$ cat src/rtl/mer_pkg.sv
`timescale 1ns / 1ps
// ----------------------------------------------------------------------------
// mer_pkg
// Shared types and constants of the midpoint ellipse rasterizer.
// ----------------------------------------------------------------------------
package mer_pkg;

    localparam int COORD_BITS_DEF  = 12;
    localparam int RADIUS_BITS_DEF = 9;
    localparam int COLOR_BITS      = 4;

    // request kind carried on s_tuser
    localparam logic OP_START = 1'b0;
    localparam logic OP_STEP  = 1'b1;

    // datapath micro-operations issued by the controller
    typedef enum logic [3:0] {
        DP_NONE,
        DP_LOAD,        // capture parameters, restart at (0, ry)
        DP_STEP,        // emit current point and advance
        DP_MUL_RXRX,    // prod = rx * rx
        DP_MUL_RYRY,    // rx2 = prod, prod = ry * ry
        DP_MUL_RX2RY,   // ry2 = prod, prod = rx2 * ry
        DP_INIT_D,      // slope_y and region-one decision from prod
        DP_MUL_TXTX,    // prod = (2x+1)^2
        DP_MUL_RY2P,    // prod = ry2 * prod
        DP_MUL_TYTY,    // decision = prod, prod = (y-1)^2
        DP_MUL_RX2P,    // prod = rx2 * prod
        DP_MUL_RX2RY2,  // decision += 4*prod, prod = rx2 * ry2
        DP_ACC_ENTER    // decision -= 4*prod, switch to region two
    } dp_cmd_t;

    typedef struct packed {
        logic active;    // an ellipse is running
        logic r2_entry;  // the region-one step being taken moves into region two
        logic slope_lt;  // slope_x_term < slope_y_term
    } dp_status_t;

endpackage

$ cat src/rtl/mer_out_buf.sv
`timescale 1ns / 1ps
// ----------------------------------------------------------------------------
// mer_out_buf
// Two-entry result queue between the datapath and the master port.
// ----------------------------------------------------------------------------
module mer_out_buf #(
    parameter int WIDTH = 58
) (
    input  logic             aclk,
    input  logic             aresetn,
    input  logic             push,
    input  logic [WIDTH-1:0] push_data,
    output logic             room,
    input  logic             pop_ready,
    output logic             out_valid,
    output logic [WIDTH-1:0] out_data
);

    logic [WIDTH-1:0] mem_reg [2];
    logic [1:0]       count_reg, count_next;
    logic             wr_ptr_reg, rd_ptr_reg;
    logic             pop;

    assign out_valid = (count_reg != 2'd0);
    assign room      = (count_reg != 2'd2);
    assign pop       = out_valid && pop_ready;
    assign out_data  = mem_reg[rd_ptr_reg];

    always_comb begin
        count_next = count_reg;
        if (push && !pop) begin
            count_next = count_reg + 2'd1;
        end else if (pop && !push) begin
            count_next = count_reg - 2'd1;
        end
    end

    always_ff @(posedge aclk) begin
        if (!aresetn) begin
            count_reg  <= 2'd0;
            wr_ptr_reg <= 1'b0;
            rd_ptr_reg <= 1'b0;
        end else begin
            count_reg <= count_next;
            if (push) begin
                wr_ptr_reg <= !wr_ptr_reg;
            end
            if (pop) begin
                rd_ptr_reg <= !rd_ptr_reg;
            end
        end
    end

    always_ff @(posedge aclk) begin
        if (push) begin
            mem_reg[wr_ptr_reg] <= push_data;
        end
    end

endmodule

$ cat src/rtl/mer_ctrl.sv
`timescale 1ns / 1ps
// ----------------------------------------------------------------------------
// mer_ctrl
// Sequencer: takes requests and steps the shared multiplier through setup
// and region-two entry.
// ----------------------------------------------------------------------------
module mer_ctrl (
    input  logic                aclk,
    input  logic                aresetn,
    input  logic                in_valid,
    input  logic                in_op,
    input  logic                buf_room,
    output logic                in_ready,
    input  mer_pkg::dp_status_t status,
    output mer_pkg::dp_cmd_t    cmd
);

    typedef enum logic [3:0] {
        ST_READY,
        ST_RXRX,
        ST_RYRY,
        ST_RX2RY,
        ST_INITD,
        ST_CHECK,
        ST_TXTX,
        ST_RY2P,
        ST_TYTY,
        ST_RX2P,
        ST_RR,
        ST_ENTER
    } state_t;

    state_t state_reg, state_next;
    logic   accept;

    assign in_ready = (state_reg == ST_READY) && buf_room;
    assign accept   = in_valid && in_ready;

    always_comb begin
        state_next = state_reg;
        cmd        = mer_pkg::DP_NONE;
        case (state_reg)
            ST_READY: begin
                if (accept) begin
                    if (in_op == mer_pkg::OP_START) begin
                        cmd        = mer_pkg::DP_LOAD;
                        state_next = ST_RXRX;
                    end else begin
                        cmd = mer_pkg::DP_STEP;
                        if (status.r2_entry) begin
                            state_next = ST_TXTX;
                        end
                    end
                end
            end
            ST_RXRX: begin
                cmd        = mer_pkg::DP_MUL_RXRX;
                state_next = ST_RYRY;
            end
            ST_RYRY: begin
                cmd        = mer_pkg::DP_MUL_RYRY;
                state_next = ST_RX2RY;
            end
            ST_RX2RY: begin
                cmd        = mer_pkg::DP_MUL_RX2RY;
                state_next = ST_INITD;
            end
            ST_INITD: begin
                cmd        = mer_pkg::DP_INIT_D;
                state_next = ST_CHECK;
            end
            ST_CHECK: begin
                state_next = status.slope_lt ? ST_READY : ST_TXTX;
            end
            ST_TXTX: begin
                cmd        = mer_pkg::DP_MUL_TXTX;
                state_next = ST_RY2P;
            end
            ST_RY2P: begin
                cmd        = mer_pkg::DP_MUL_RY2P;
                state_next = ST_TYTY;
            end
            ST_TYTY: begin
                cmd        = mer_pkg::DP_MUL_TYTY;
                state_next = ST_RX2P;
            end
            ST_RX2P: begin
                cmd        = mer_pkg::DP_MUL_RX2P;
                state_next = ST_RR;
            end
            ST_RR: begin
                cmd        = mer_pkg::DP_MUL_RX2RY2;
                state_next = ST_ENTER;
            end
            ST_ENTER: begin
                cmd        = mer_pkg::DP_ACC_ENTER;
                state_next = ST_READY;
            end
            default: begin
                state_next = ST_READY;
            end
        endcase
    end

    always_ff @(posedge aclk) begin
        if (!aresetn) begin
            state_reg <= ST_READY;
        end else begin
            state_reg <= state_next;
        end
    end

endmodule

$ cat src/rtl/mer_datapath.sv
`timescale 1ns / 1ps
// ----------------------------------------------------------------------------
// mer_datapath
// Ellipse state, shared multiplier, step update and result formatting.
// ----------------------------------------------------------------------------
module mer_datapath #(
    parameter int COORD_BITS  = mer_pkg::COORD_BITS_DEF,
    parameter int RADIUS_BITS = mer_pkg::RADIUS_BITS_DEF,
    localparam int IN_W  = 2 * COORD_BITS + 2 * RADIUS_BITS + mer_pkg::COLOR_BITS,
    localparam int S_TW  = ((IN_W + 7) / 8) * 8,
    localparam int OUT_W = COORD_BITS + 1,
    localparam int RES_W = 4 * OUT_W + mer_pkg::COLOR_BITS,
    localparam int M_TW  = ((RES_W + 7) / 8) * 8
) (
    input  logic                aclk,
    input  logic                aresetn,
    input  mer_pkg::dp_cmd_t    cmd,
    input  logic [S_TW-1:0]     in_data,
    output mer_pkg::dp_status_t status,
    output logic [M_TW-1:0]     res_tdata,
    output logic                res_last,
    output logic                res_empty
);

    localparam int C     = COORD_BITS;
    localparam int R     = RADIUS_BITS;
    localparam int CB    = mer_pkg::COLOR_BITS;
    localparam int XW    = R + 1;
    localparam int YW    = R + 1;
    localparam int SQ_W  = 2 * R;
    localparam int MW    = 2 * R + 4;
    localparam int PW    = 2 * MW;
    localparam int SLW   = 3 * R + 4;
    localparam int DW    = 4 * R + 12;
    localparam int SUM_W = ((C > XW) ? C : XW) + 2;

    logic signed [C-1:0]  cx_reg, cy_reg;
    logic [R-1:0]         rx_reg, ry_reg;
    logic [CB-1:0]        color_reg;
    logic [XW-1:0]        x_reg;
    logic [YW-1:0]        y_reg;
    logic [SLW-1:0]       sx_reg, sy_reg;
    logic signed [DW-1:0] d_reg;
    logic [SQ_W-1:0]      rx2_reg, ry2_reg;
    logic [PW-1:0]        prod_reg;
    logic                 active_reg, r2_reg;

    // shared multiplier
    logic [MW-1:0] mul_a, mul_b;
    logic [PW-1:0] mul_p;
    logic [R+1:0]  tx;
    logic [YW-1:0] ty_abs;

    assign tx     = {x_reg, 1'b1};
    assign ty_abs = (y_reg == '0) ? YW'(1) : (y_reg - YW'(1));
    assign mul_p  = PW'(mul_a) * PW'(mul_b);

    always_comb begin
        mul_a = '0;
        mul_b = '0;
        case (cmd)
            mer_pkg::DP_MUL_RXRX: begin
                mul_a = MW'(rx_reg);
                mul_b = MW'(rx_reg);
            end
            mer_pkg::DP_MUL_RYRY: begin
                mul_a = MW'(ry_reg);
                mul_b = MW'(ry_reg);
            end
            mer_pkg::DP_MUL_RX2RY: begin
                mul_a = MW'(rx2_reg);
                mul_b = MW'(ry_reg);
            end
            mer_pkg::DP_MUL_TXTX: begin
                mul_a = MW'(tx);
                mul_b = MW'(tx);
            end
            mer_pkg::DP_MUL_RY2P: begin
                mul_a = MW'(ry2_reg);
                mul_b = prod_reg[MW-1:0];
            end
            mer_pkg::DP_MUL_TYTY: begin
                mul_a = MW'(ty_abs);
                mul_b = MW'(ty_abs);
            end
            mer_pkg::DP_MUL_RX2P: begin
                mul_a = MW'(rx2_reg);
                mul_b = prod_reg[MW-1:0];
            end
            mer_pkg::DP_MUL_RX2RY2: begin
                mul_a = MW'(rx2_reg);
                mul_b = MW'(ry2_reg);
            end
            default: begin
                mul_a = '0;
                mul_b = '0;
            end
        endcase
    end

    // step update
    logic [SLW-1:0]       two_ry2, two_rx2, sx_inc, sy_dec;
    logic signed [DW-1:0] prod_s, rx2_s, ry2_s, sx_inc_s, sy_dec_s, adj, d_step;
    logic                 d_neg, d_pos, last;
    logic [XW-1:0]        x_step;
    logic [YW-1:0]        y_step;
    logic [SLW-1:0]       sx_step, sy_step;

    assign two_ry2  = {{(SLW - SQ_W - 1){1'b0}}, ry2_reg, 1'b0};
    assign two_rx2  = {{(SLW - SQ_W - 1){1'b0}}, rx2_reg, 1'b0};
    assign sx_inc   = sx_reg + two_ry2;
    assign sy_dec   = sy_reg - two_rx2;
    assign prod_s   = signed'({{(DW - PW){1'b0}}, prod_reg});
    assign rx2_s    = signed'({{(DW - SQ_W){1'b0}}, rx2_reg});
    assign ry2_s    = signed'({{(DW - SQ_W){1'b0}}, ry2_reg});
    assign sx_inc_s = signed'({{(DW - SLW){1'b0}}, sx_inc});
    assign sy_dec_s = signed'({{(DW - SLW){1'b0}}, sy_dec});
    assign d_neg    = d_reg[DW-1];
    assign d_pos    = !d_reg[DW-1] && (d_reg != '0);
    assign last     = r2_reg && (y_reg == '0);

    always_comb begin
        x_step  = x_reg;
        y_step  = y_reg;
        sx_step = sx_reg;
        sy_step = sy_reg;
        adj     = '0;
        if (!r2_reg) begin
            x_step  = x_reg + XW'(1);
            sx_step = sx_inc;
            if (d_neg) begin
                adj = sx_inc_s + ry2_s;
            end else begin
                y_step  = y_reg - YW'(1);
                sy_step = sy_dec;
                adj     = sx_inc_s - sy_dec_s + ry2_s;
            end
        end else begin
            y_step  = y_reg - YW'(1);
            sy_step = sy_dec;
            if (d_pos) begin
                adj = rx2_s - sy_dec_s;
            end else begin
                x_step  = x_reg + XW'(1);
                sx_step = sx_inc;
                adj     = sx_inc_s - sy_dec_s + rx2_s;
            end
        end
        d_step = d_reg + {adj[DW-3:0], 2'b00};
    end

    assign status.active   = active_reg;
    assign status.r2_entry = active_reg && !r2_reg && !(sx_step < sy_step);
    assign status.slope_lt = (sx_reg < sy_reg);

    // result formatting
    logic signed [SUM_W-1:0] cx_e, cy_e, x_e, y_e, xr, xl, yd, yu;

    assign cx_e = {{(SUM_W - C){cx_reg[C-1]}}, cx_reg};
    assign cy_e = {{(SUM_W - C){cy_reg[C-1]}}, cy_reg};
    assign x_e  = signed'({{(SUM_W - XW){1'b0}}, x_reg});
    assign y_e  = signed'({{(SUM_W - YW){1'b0}}, y_reg});
    assign xr   = cx_e + x_e;
    assign xl   = cx_e - x_e;
    assign yd   = cy_e + y_e;
    assign yu   = cy_e - y_e;

    always_comb begin
        if (active_reg) begin
            res_tdata = M_TW'({color_reg, yu[OUT_W-1:0], yd[OUT_W-1:0],
                               xl[OUT_W-1:0], xr[OUT_W-1:0]});
            res_last  = last;
            res_empty = 1'b0;
        end else begin
            res_tdata = '0;
            res_last  = 1'b0;
            res_empty = 1'b1;
        end
    end

    // control state
    always_ff @(posedge aclk) begin
        if (!aresetn) begin
            active_reg <= 1'b0;
            r2_reg     <= 1'b0;
        end else begin
            case (cmd)
                mer_pkg::DP_LOAD: begin
                    active_reg <= 1'b1;
                    r2_reg     <= 1'b0;
                end
                mer_pkg::DP_STEP: begin
                    if (last) begin
                        active_reg <= 1'b0;
                    end
                end
                mer_pkg::DP_ACC_ENTER: begin
                    r2_reg <= 1'b1;
                end
                default: begin
                    active_reg <= active_reg;
                end
            endcase
        end
    end

    // payload state
    always_ff @(posedge aclk) begin
        case (cmd)
            mer_pkg::DP_LOAD: begin
                cx_reg    <= signed'(in_data[C-1:0]);
                cy_reg    <= signed'(in_data[2*C-1:C]);
                rx_reg    <= in_data[2*C+R-1:2*C];
                ry_reg    <= in_data[2*C+2*R-1:2*C+R];
                color_reg <= in_data[2*C+2*R+CB-1:2*C+2*R];
                x_reg     <= '0;
                y_reg     <= YW'(in_data[2*C+2*R-1:2*C+R]);
                sx_reg    <= '0;
            end
            mer_pkg::DP_STEP: begin
                if (active_reg && !last) begin
                    x_reg  <= x_step;
                    y_reg  <= y_step;
                    sx_reg <= sx_step;
                    sy_reg <= sy_step;
                    d_reg  <= d_step;
                end
            end
            mer_pkg::DP_MUL_RXRX: begin
                prod_reg <= mul_p;
            end
            mer_pkg::DP_MUL_RYRY: begin
                rx2_reg  <= prod_reg[SQ_W-1:0];
                prod_reg <= mul_p;
            end
            mer_pkg::DP_MUL_RX2RY: begin
                ry2_reg  <= prod_reg[SQ_W-1:0];
                prod_reg <= mul_p;
            end
            mer_pkg::DP_INIT_D: begin
                sy_reg <= SLW'({prod_reg, 1'b0});
                d_reg  <= {ry2_s[DW-3:0], 2'b00} - {prod_s[DW-3:0], 2'b00} + rx2_s;
            end
            mer_pkg::DP_MUL_TXTX, mer_pkg::DP_MUL_RY2P, mer_pkg::DP_MUL_RX2P: begin
                prod_reg <= mul_p;
            end
            mer_pkg::DP_MUL_TYTY: begin
                d_reg    <= prod_s;
                prod_reg <= mul_p;
            end
            mer_pkg::DP_MUL_RX2RY2: begin
                d_reg    <= d_reg + {prod_s[DW-3:0], 2'b00};
                prod_reg <= mul_p;
            end
            mer_pkg::DP_ACC_ENTER: begin
                d_reg <= d_reg - {prod_s[DW-3:0], 2'b00};
            end
            default: begin
                prod_reg <= prod_reg;
            end
        endcase
    end

endmodule

$ cat src/rtl/midpoint_ellipse_rasterizer.sv
`timescale 1ns / 1ps
// ----------------------------------------------------------------------------
// midpoint_ellipse_rasterizer
// Axis-aligned midpoint ellipse rasterizer with stream request and result
// channels.
// ----------------------------------------------------------------------------
// Usage:
//   Send a start request (s_tuser = 0) carrying center, semi-axes and color;
//   it returns nothing. Each step request (s_tuser = 1) then returns one
//   result: the four symmetric pixels of the current offset and the color.
//   m_tlast marks the final point; after it the block is idle, and a step
//   request while idle returns a result with m_tuser = 1 and zero data.
// Timing:
//   A step request's result enters the result queue on acceptance and is
//   visible the cycle after when the queue was empty. A step that leaves
//   region one holds s_tready low while the single shared multiplier builds
//   the region-two decision. A start request holds it low for setup (squares
//   of the semi-axes and the initial terms through the same multiplier),
//   and also for that build when the ellipse opens straight in region two.
// Reset and stall:
//   aresetn (synchronous, active low) leaves the block idle with no ellipse
//   and an empty result queue. Results sit in a two-entry queue; while the
//   receiver stalls, requests are still taken until the queue is full.
// ----------------------------------------------------------------------------
module midpoint_ellipse_rasterizer #(
    parameter int COORD_BITS  = mer_pkg::COORD_BITS_DEF,
    parameter int RADIUS_BITS = mer_pkg::RADIUS_BITS_DEF,
    localparam int IN_W  = 2 * COORD_BITS + 2 * RADIUS_BITS + mer_pkg::COLOR_BITS,
    localparam int S_TW  = ((IN_W + 7) / 8) * 8,
    localparam int OUT_W = COORD_BITS + 1,
    localparam int RES_W = 4 * OUT_W + mer_pkg::COLOR_BITS,
    localparam int M_TW  = ((RES_W + 7) / 8) * 8
) (
    input  logic            aclk,
    input  logic            aresetn,
    input  logic            s_tvalid,
    output logic            s_tready,
    // center_x, center_y, radius_x, radius_y, color, zero fill
    input  logic [S_TW-1:0] s_tdata,
    // op
    input  logic            s_tuser,
    output logic            m_tvalid,
    input  logic            m_tready,
    // x_right, x_left, y_down, y_up, pixel_color, zero fill
    output logic [M_TW-1:0] m_tdata,
    // last_point
    output logic            m_tlast,
    // empty_res
    output logic            m_tuser
);

    mer_pkg::dp_cmd_t    cmd;
    mer_pkg::dp_status_t status;
    logic                buf_room;
    logic                push;
    logic [M_TW-1:0]     res_tdata;
    logic                res_last, res_empty;

    // every accepted step request yields exactly one result
    assign push = s_tvalid && s_tready && (s_tuser == mer_pkg::OP_STEP);

    mer_ctrl u_ctrl (
        .aclk     (aclk),
        .aresetn  (aresetn),
        .in_valid (s_tvalid),
        .in_op    (s_tuser),
        .buf_room (buf_room),
        .in_ready (s_tready),
        .status   (status),
        .cmd      (cmd)
    );

    mer_datapath #(
        .COORD_BITS  (COORD_BITS),
        .RADIUS_BITS (RADIUS_BITS)
    ) u_datapath (
        .aclk      (aclk),
        .aresetn   (aresetn),
        .cmd       (cmd),
        .in_data   (s_tdata),
        .status    (status),
        .res_tdata (res_tdata),
        .res_last  (res_last),
        .res_empty (res_empty)
    );

    // queue word: {empty, last, data}
    mer_out_buf #(
        .WIDTH (M_TW + 2)
    ) u_out_buf (
        .aclk      (aclk),
        .aresetn   (aresetn),
        .push      (push),
        .push_data ({res_empty, res_last, res_tdata}),
        .room      (buf_room),
        .pop_ready (m_tready),
        .out_valid (m_tvalid),
        .out_data  ({m_tuser, m_tlast, m_tdata})
    );

    // an empty result is never the final point
    assert property (@(posedge aclk) disable iff (!aresetn)
        m_tvalid && m_tuser |-> !m_tlast)
        else $error("empty result flagged as last point");

    // an empty result carries zero data
    assert property (@(posedge aclk) disable iff (!aresetn)
        m_tvalid && m_tuser |-> (m_tdata == '0))
        else $error("empty result with nonzero data");

    // setup after a start request blocks the input for its first cycles
    assert property (@(posedge aclk) disable iff (!aresetn)
        s_tvalid && s_tready && (s_tuser == mer_pkg::OP_START) |=> !s_tready)
        else $error("request taken during setup");

    // the final point ends the ellipse
    assert property (@(posedge aclk) disable iff (!aresetn)
        push && res_last |=> !status.active)
        else $error("ellipse still active after last point");

endmodule
$ cat config.mk
export PLATFORM = sky130hd
export DESIGN_NAME = midpoint_ellipse_rasterizer
export DESIGN_NICKNAME = d
export VERILOG_FILES = /design/src/rtl/mer_pkg.sv /design/src/rtl/mer_out_buf.sv /design/src/rtl/mer_ctrl.sv /design/src/rtl/mer_datapath.sv /design/src/rtl/midpoint_ellipse_rasterizer.sv
export SDC_FILE = /design/constraint.sdc
export NUM_CORES = 2
export LEC_CHECK = 0
export ABC_CLOCK_PERIOD_IN_PS = 15400
export BUFFER_PORTS_ARGS = -buffer_cell sky130_fd_sc_hd__buf_2
export CAP_MARGIN = 20
export CORE_MARGIN = 1.5
export CORE_UTILIZATION = 65
export DETAILED_ROUTE_END_ITERATION = 16
export GPL_TIMING_DRIVEN = 0
export PLACE_DENSITY = 0.93
export SYNTH_ARGS = -nofsm -noshare
export SYNTH_HDL_FRONTEND = slang
export SYNTH_SLANG_ARGS = --single-unit
$ cat constraint.sdc
create_clock -name aclk -period 15.4 [get_ports aclk]
set_clock_uncertainty 0.2 [all_clocks]
set_input_delay 3.85 -clock aclk [delete_from_list [all_inputs] [get_ports aclk]]
set_output_delay 3.85 -clock aclk [all_outputs]
set_load 0.005 [all_outputs]
# ---- Word-level counts from Yosys, hierarchy flattened
# Memory sizes are Yosys's and may differ from the RTL's. A register that Yosys moved wholly into a read port is not among the register bits.
# Index checks and enable logic that the tools add are counted.
dict set report totals {
  regBits 266
  out_inout_bits 60
  input_bits 53
  mem_bits_rw 116
  mem_count 1
}
dict set report classes {
  muxes 44
  add_sub_neg 20
  n_lt_le_gt_ge 2
  multipliers 1
  eq_ne 30
  n_reduce_logical 39
}
# name depth width read_ports rd_clocked_by_memory_dff wr line_no
set mem_list {}
lappend mem_list {u_out_buf.mem_reg 2 58 1 1 1 mer_out_buf.sv:19} ;# logic [WIDTH-1:0] mem_reg [2];
# cell count
set ops {}
lappend ops {{48-bit case mux with 5 select lines} 1}
lappend ops {{31-bit two-way mux} 6}
lappend ops {{46-bit two-way mux} 3}
lappend ops {{22-bit case mux with 6 select lines} 1}
lappend ops {{31-bit case mux with 2 select lines} 2}
lappend ops {{18-bit case mux with 6 select lines} 1}
lappend ops {{4-bit case mux with 11 select lines} 2}
lappend ops {{10-bit two-way mux} 7}
lappend ops {{32-bit by 19-bit adder with 33-bit output} 2}
lappend ops {{31-bit less-than comparator} 2}
lappend ops {{56-bit two-way mux} 1}
lappend ops {{48-bit by 18-bit adder with 48-bit output} 1}
lappend ops {{48-bit by 46-bit adder with 48-bit output} 1}
lappend ops {{48-bit adder} 1}
lappend ops {{48-bit two-way mux} 1}
lappend ops {{48-bit nonzero test} 1}
lappend ops {{48-bit by 46-bit subtractor with 48-bit output} 1}
lappend ops {{20-bit by 46-bit subtractor with 47-bit output} 1}
lappend ops {{18-bit by 22-bit multiplier with 40-bit output} 1}
lappend ops {{10-bit case mux with 2 select lines} 2}
lappend ops {{4-bit equality test (second input constant)} 9}
lappend ops {{31-bit by 18-bit adder with 32-bit output} 1}
lappend ops {{4-bit by 3-bit equality test with 1-bit output (second input constant)} 8}
lappend ops {{18-bit by 31-bit subtractor with 32-bit output} 1}
lappend ops {{other kinds (30)} 79}

# ---- Longest topological paths before layout
dict set report depth {
  depth_word 11
  ltp_mapped 51
  depth_no_buf 51
}

# ---- Cells and area by module
# Synthesis repeated with hierarchy kept, for this count alone.
dict set report unflattened {
  cells_unflattened 5370
  area_unflattened_um2 47001.3
}
# module seq_area_each_um2 cells_per_inst n_inst area_each_um2
set by_module_without_submodules {}
lappend by_module_without_submodules {mer_datapath 7637.3 5122 1 42261.8}
lappend by_module_without_submodules {mer_out_buf 3583.4 202 1 4401.7}
lappend by_module_without_submodules {mer_ctrl 80.1 45 1 331.6}
lappend by_module_without_submodules {midpoint_ellipse_rasterizer 0.0 1 1 6.3}

# ---- Worst setup path after synthesis
# No wires, ideal clock.
dict set report synth_timing {
  path_kind {input-to-reg}
  start {input s_tvalid}
  end {register u_datapath.prod_reg[39] (data pin)}
  arrival_time_ns 12.716
  path_slack_ns 2.224
  n_path_buf 2
  required_time_ns 14.940
  stages 42
  cell_sequence {and2_0 nand2b_1 inv_1 o21ai_0 nand2_1 a22oi_1 nor2_1 clkbuf_1 nand2_1 nand2_1 clkbuf_1 nand2_1 fa_1 fa_1 inv_1 ha_1 ha_1 inv_1 [6 not listed] o21ai_0 a21boi_0 o21ai_0 a21boi_0 o21ai_0 a21boi_0 o21ai_0 a21boi_0 o21ai_0 a21boi_0 o31a_1 o211ai_1 a31oi_1 a2111oi_0 o21ai_0 a31o_2 a21oi_1 xnor2_1}
}
dict set report synth_via {
  elab_chain_len 7
}
# item line_no
set synth_lines {}
lappend synth_lines {{start, declared} midpoint_ellipse_rasterizer.sv:36} ;# input logic s_tvalid,
lappend synth_lines {{1-bit logical AND (*)} mer_ctrl.sv:37} ;# assign accept = in_valid && in_ready;
lappend synth_lines {{4-bit two-way mux (*)} mer_ctrl.sv:44} ;# if (accept) begin
lappend synth_lines {{4-bit case mux with 11 select lines (*)} mer_ctrl.sv:42} ;# case (state_reg)
lappend synth_lines {{4-bit by 3-bit equality test with 1-bit output or 4-bit equality test (tied branches)} mer_datapath.sv:61} ;# case (cmd)
lappend synth_lines {{3-bit OR reduction (no line) or 2-bit OR reduction (tied branches)} n/a}
lappend synth_lines {{18-bit case mux with 6 select lines or 22-bit case mux with 6 select lines (tied branches)} mer_datapath.sv:61}
lappend synth_lines {{18-bit by 22-bit multiplier with 40-bit output (*)} mer_datapath.sv:56} ;# assign mul_p = PW'(mul_a) * PW'(mul_b);
lappend synth_lines {{named net u_datapath.mul_p[39]} mer_datapath.sv:50} ;# logic [PW-1:0] mul_p;
lappend synth_lines {{end signal, assigned} mer_datapath.sv:230} ;# prod_reg <= mul_p;
lappend synth_lines {{end signal, assigned} mer_datapath.sv:234} ;# prod_reg <= mul_p;
lappend synth_lines {{end signal, assigned} mer_datapath.sv:238} ;# prod_reg <= mul_p;
lappend synth_lines {{end, declared} mer_datapath.sv:45} ;# logic [PW-1:0] prod_reg;
# The timed path passes the listed nets; every way through them passes the cells marked *.
# A chain may end at the register's enable or synchronous reset.

# ---- Final worst setup path
# Ends and elaborated chain as after synthesis.

==> impl_metrics.py <==
metrics = {
    "yosys": {
        "yosysWarnings": 0,
        "syn_area_sq_um": 46800,
        "yosysSeqAreaShare_pct": 23.7,
        "ys_seq_elements": 373,
        "synth_edf_count": 362,
        "synth.distinct_cells": 127,
        "postSynthCellCount": 5373,
        "syn_nets": 6177,
        "postSynthAreaPerCell_sq_um": 8.71,
        "ys.flop_type": "edfxtp_1",
        "synth-async-reset-ratio_pct": 0,
    },
    "floorplan": {
        "core_sq_um": 71400,
        "dieArea_sq_um": 73600,
        "num_io_pins": 113,
        "die_h_um": 271,
        "dieWidth_um": 271,
        "start_util_pct": 65.6,
        "fp-row-count": 98,
    },
    "global_route": {
        "grt_pass1_vias": 43300,
        "grt_usage_pct": 43.7,
        "antenna_found_initial": 21,
        "grt_pass1_wl_um": 247000,
        "grt_overflow": 0,
        "grt_max_degree": 36,
    },
    "clock_network": {
        "cts_hold_buffers": 0,
        "cts_tree": "done",
        "cts_buffers": 43,
        "cts_setup_buffers": 0,
        "clock_latency_ns": 0.63,
        "clockBufferDepth": 3,
        "clk_pin_slew_ns": 0.06,
        "cts_root_buffer": "clkbuf_16",
        "htreeDepth": 2,
        "cts_sinks": 373,
    },
    "detailed_routing": {
        "vias_per_cell": 6.76,
        "ant_nets": 0,
        "drtPass1Iterations": 7,
        "wl_um": 165000,
        "post-route-drc-count": 0,
        "routedWlPerCell_um": 25.1,
        "num_vias": 44300,
        "drtIter0Drc": 6305,
    },
    "cells_and_area": {
        "fillers": 5309,
        "final_common_cell": "inv_1",
        "layout_common_cells": "inv_1, nor2_1, nand2_1",
        "drive_gt1_share_pct": 7.33,
        "syn_to_final_growth_pct": 7.61,
        "fin_cells": 6554,
        "largest_reg_flops": 112,
        "fin_nets": 6352,
    },
    "critical_path": {
        "max_stage_delay_ns": 0.62,
        "endpoint": "u_datapath.prod_reg[39]",
        "end_kind": "flop",
        "reg2reg_to": "u_datapath.prod_reg[39]",
        "startpoint_type": "input port",
        "reg2reg_depth": 42,
        "path_max_fanout": 32,
        "regToRegStartpoint": "u_ctrl.state_reg[1]",
        "reg2reg_slack_ns": 2.38,
        "critPathRequiredTime_ns": 15.56,
        "critical_path_arrival_ns": 15.34,
        "slowest_stage": "and2_0",
        "worstSetupPathType": "in -> reg",
        "cpMostUsedCell": "o21ai_0",
        "critPathLaunch": "s_tvalid",
    },
    "sta": {
        "maxSlewHeadroom_pct": 4.65,
        "finalCriticalPeriod_ns": 15.18,
        "worstMarginPinSlew_ns": 1.43,
        "holdWs_ns": 0.280,
        "max_freq_mhz": 65.9,
        "hold_viol_final": 0,
        "setup_violations": 0,
        "fin_crit_sh_pct": 98.6,
        "slew_viol_final": 0,
    },
    "hold_path": {
        "holdPathStages": 0,
        "hold_path.class": "reg -> reg",
    },
    "place": {
        "dp_hpwl_um": 127000,
        "gp_congestion": 1.06,
        "placed_cells": 6451,
        "portBuffers": 109,
    },
    "status": {
        "status": "finished, final reports clean",
    },
    "run": {
        "drv_cap": 0,
    },
}
## cells by family after synthesis
logic type	share of synthesized area, %
AO/OA/AOI/OAI	18.1
buffers and inverters	6.76
multiplexers	1.69
XOR/XNOR	6.75
flip-flops	23.7
AND/OR/NAND/NOR	17.3
adder cells (fa/ha/maj)	25.6
## worst min path at each step
stage                            start  slack (ns)                endpoint
2_1_floorplan  u_datapath.prod_reg[10]        0.24  u_datapath.rx2_reg[10]
3_3_place_gp   u_datapath.prod_reg[13]        0.25  u_datapath.ry2_reg[13]
3_5_place_dp   u_datapath.prod_reg[13]        0.26  u_datapath.ry2_reg[13]
4_1_cts        u_datapath.prod_reg[17]        0.27  u_datapath.ry2_reg[17]
5_1_grt        u_datapath.prod_reg[13]        0.29  u_datapath.rx2_reg[13]
6_report       u_datapath.prod_reg[13]        0.28  u_datapath.rx2_reg[13]
## per-stage QoR
| stage | utilization, % | area [sq um] | worst slack (ns) | setup TNS, ns |
|---|---|---|---|---|
| after floorplan | - | 46800 | 2.22 | 0 |
| after global placement | 68.0 | 48500 | -0.683 | -3.08 |
| after detailed placement | 68.4 | 48800 | -0.0487 | -0.0658 |
| after CTS | 70.4 | 50300 | 0.395 | 0 |
| after global routing | 70.5 | 50300 | -0.129 | -0.230 |
| final | 70.5 | 50300 | 0.219 | 0 |
## layer usage
layer / track usage, % / wire length (um) / vias to the layer above
li1: - / - / 19100
met1: 53.7 / 56300 / 20700
met2: 66.3 / 71100 / 3527
met3: 14.0 / 23700 / 1026
met4: 28.8 / 13600 / 6
met5: 0 / 42 / -
## synthesized netlist by cell type (all sizes together), types with 49 or more instances
library cell,instances,area share [%]
edfxtp,362,23
and3,54,0.74
o21ai,266,2.9
inv,612,4.9
nor3,114,1.2
a21oi,325,3.6
a211oi,52,0.87
and2,73,0.99
nand3,100,1.1
xnor2,272,5.1
a22oi,60,0.96
xor2,86,1.6
nand2,538,4.3
ha,417,11
fa,334,14
clkbuf,168,1.4
a21o,116,1.9
nor2,553,4.4
o21a,49,0.80
mux2,60,1.5
nand2b,53,0.71
## what timing repair did
action                                  in CTS  in global routing
hold endpoints to repair                     0                  0
gates resized for setup                      0                  8
endpoints found under the setup margin       0                  7
## critical path: cells and delay by family
family          cells  cell delay, ns
compound gates     17            3.96
xor+xnor            1            0.11
fa+ha+maj           7            3.12
buf+inv             8            1.94
simple gates        7            2.34
## layout make-up
type / instances / area [sq um] / share of cell area (%)
tap: 950 / 1190 / 2.36
clock inverter: 23 / 236 / 0.470
sequential: 373 / 11100 / 22.0
multi-input combinational: 4177 / 32600 / 64.8
antenna: 22 / 55.1 / 0.109
inverter: 616 / 2310 / 4.59
clock buffer: 56 / 1190 / 2.37
timing repair buffer: 131 / 811 / 1.61
buffer: 206 / 852 / 1.69
Power is not shown: default switching activity piles up to over one toggle a cycle in this logic, so the estimate is an artifact.
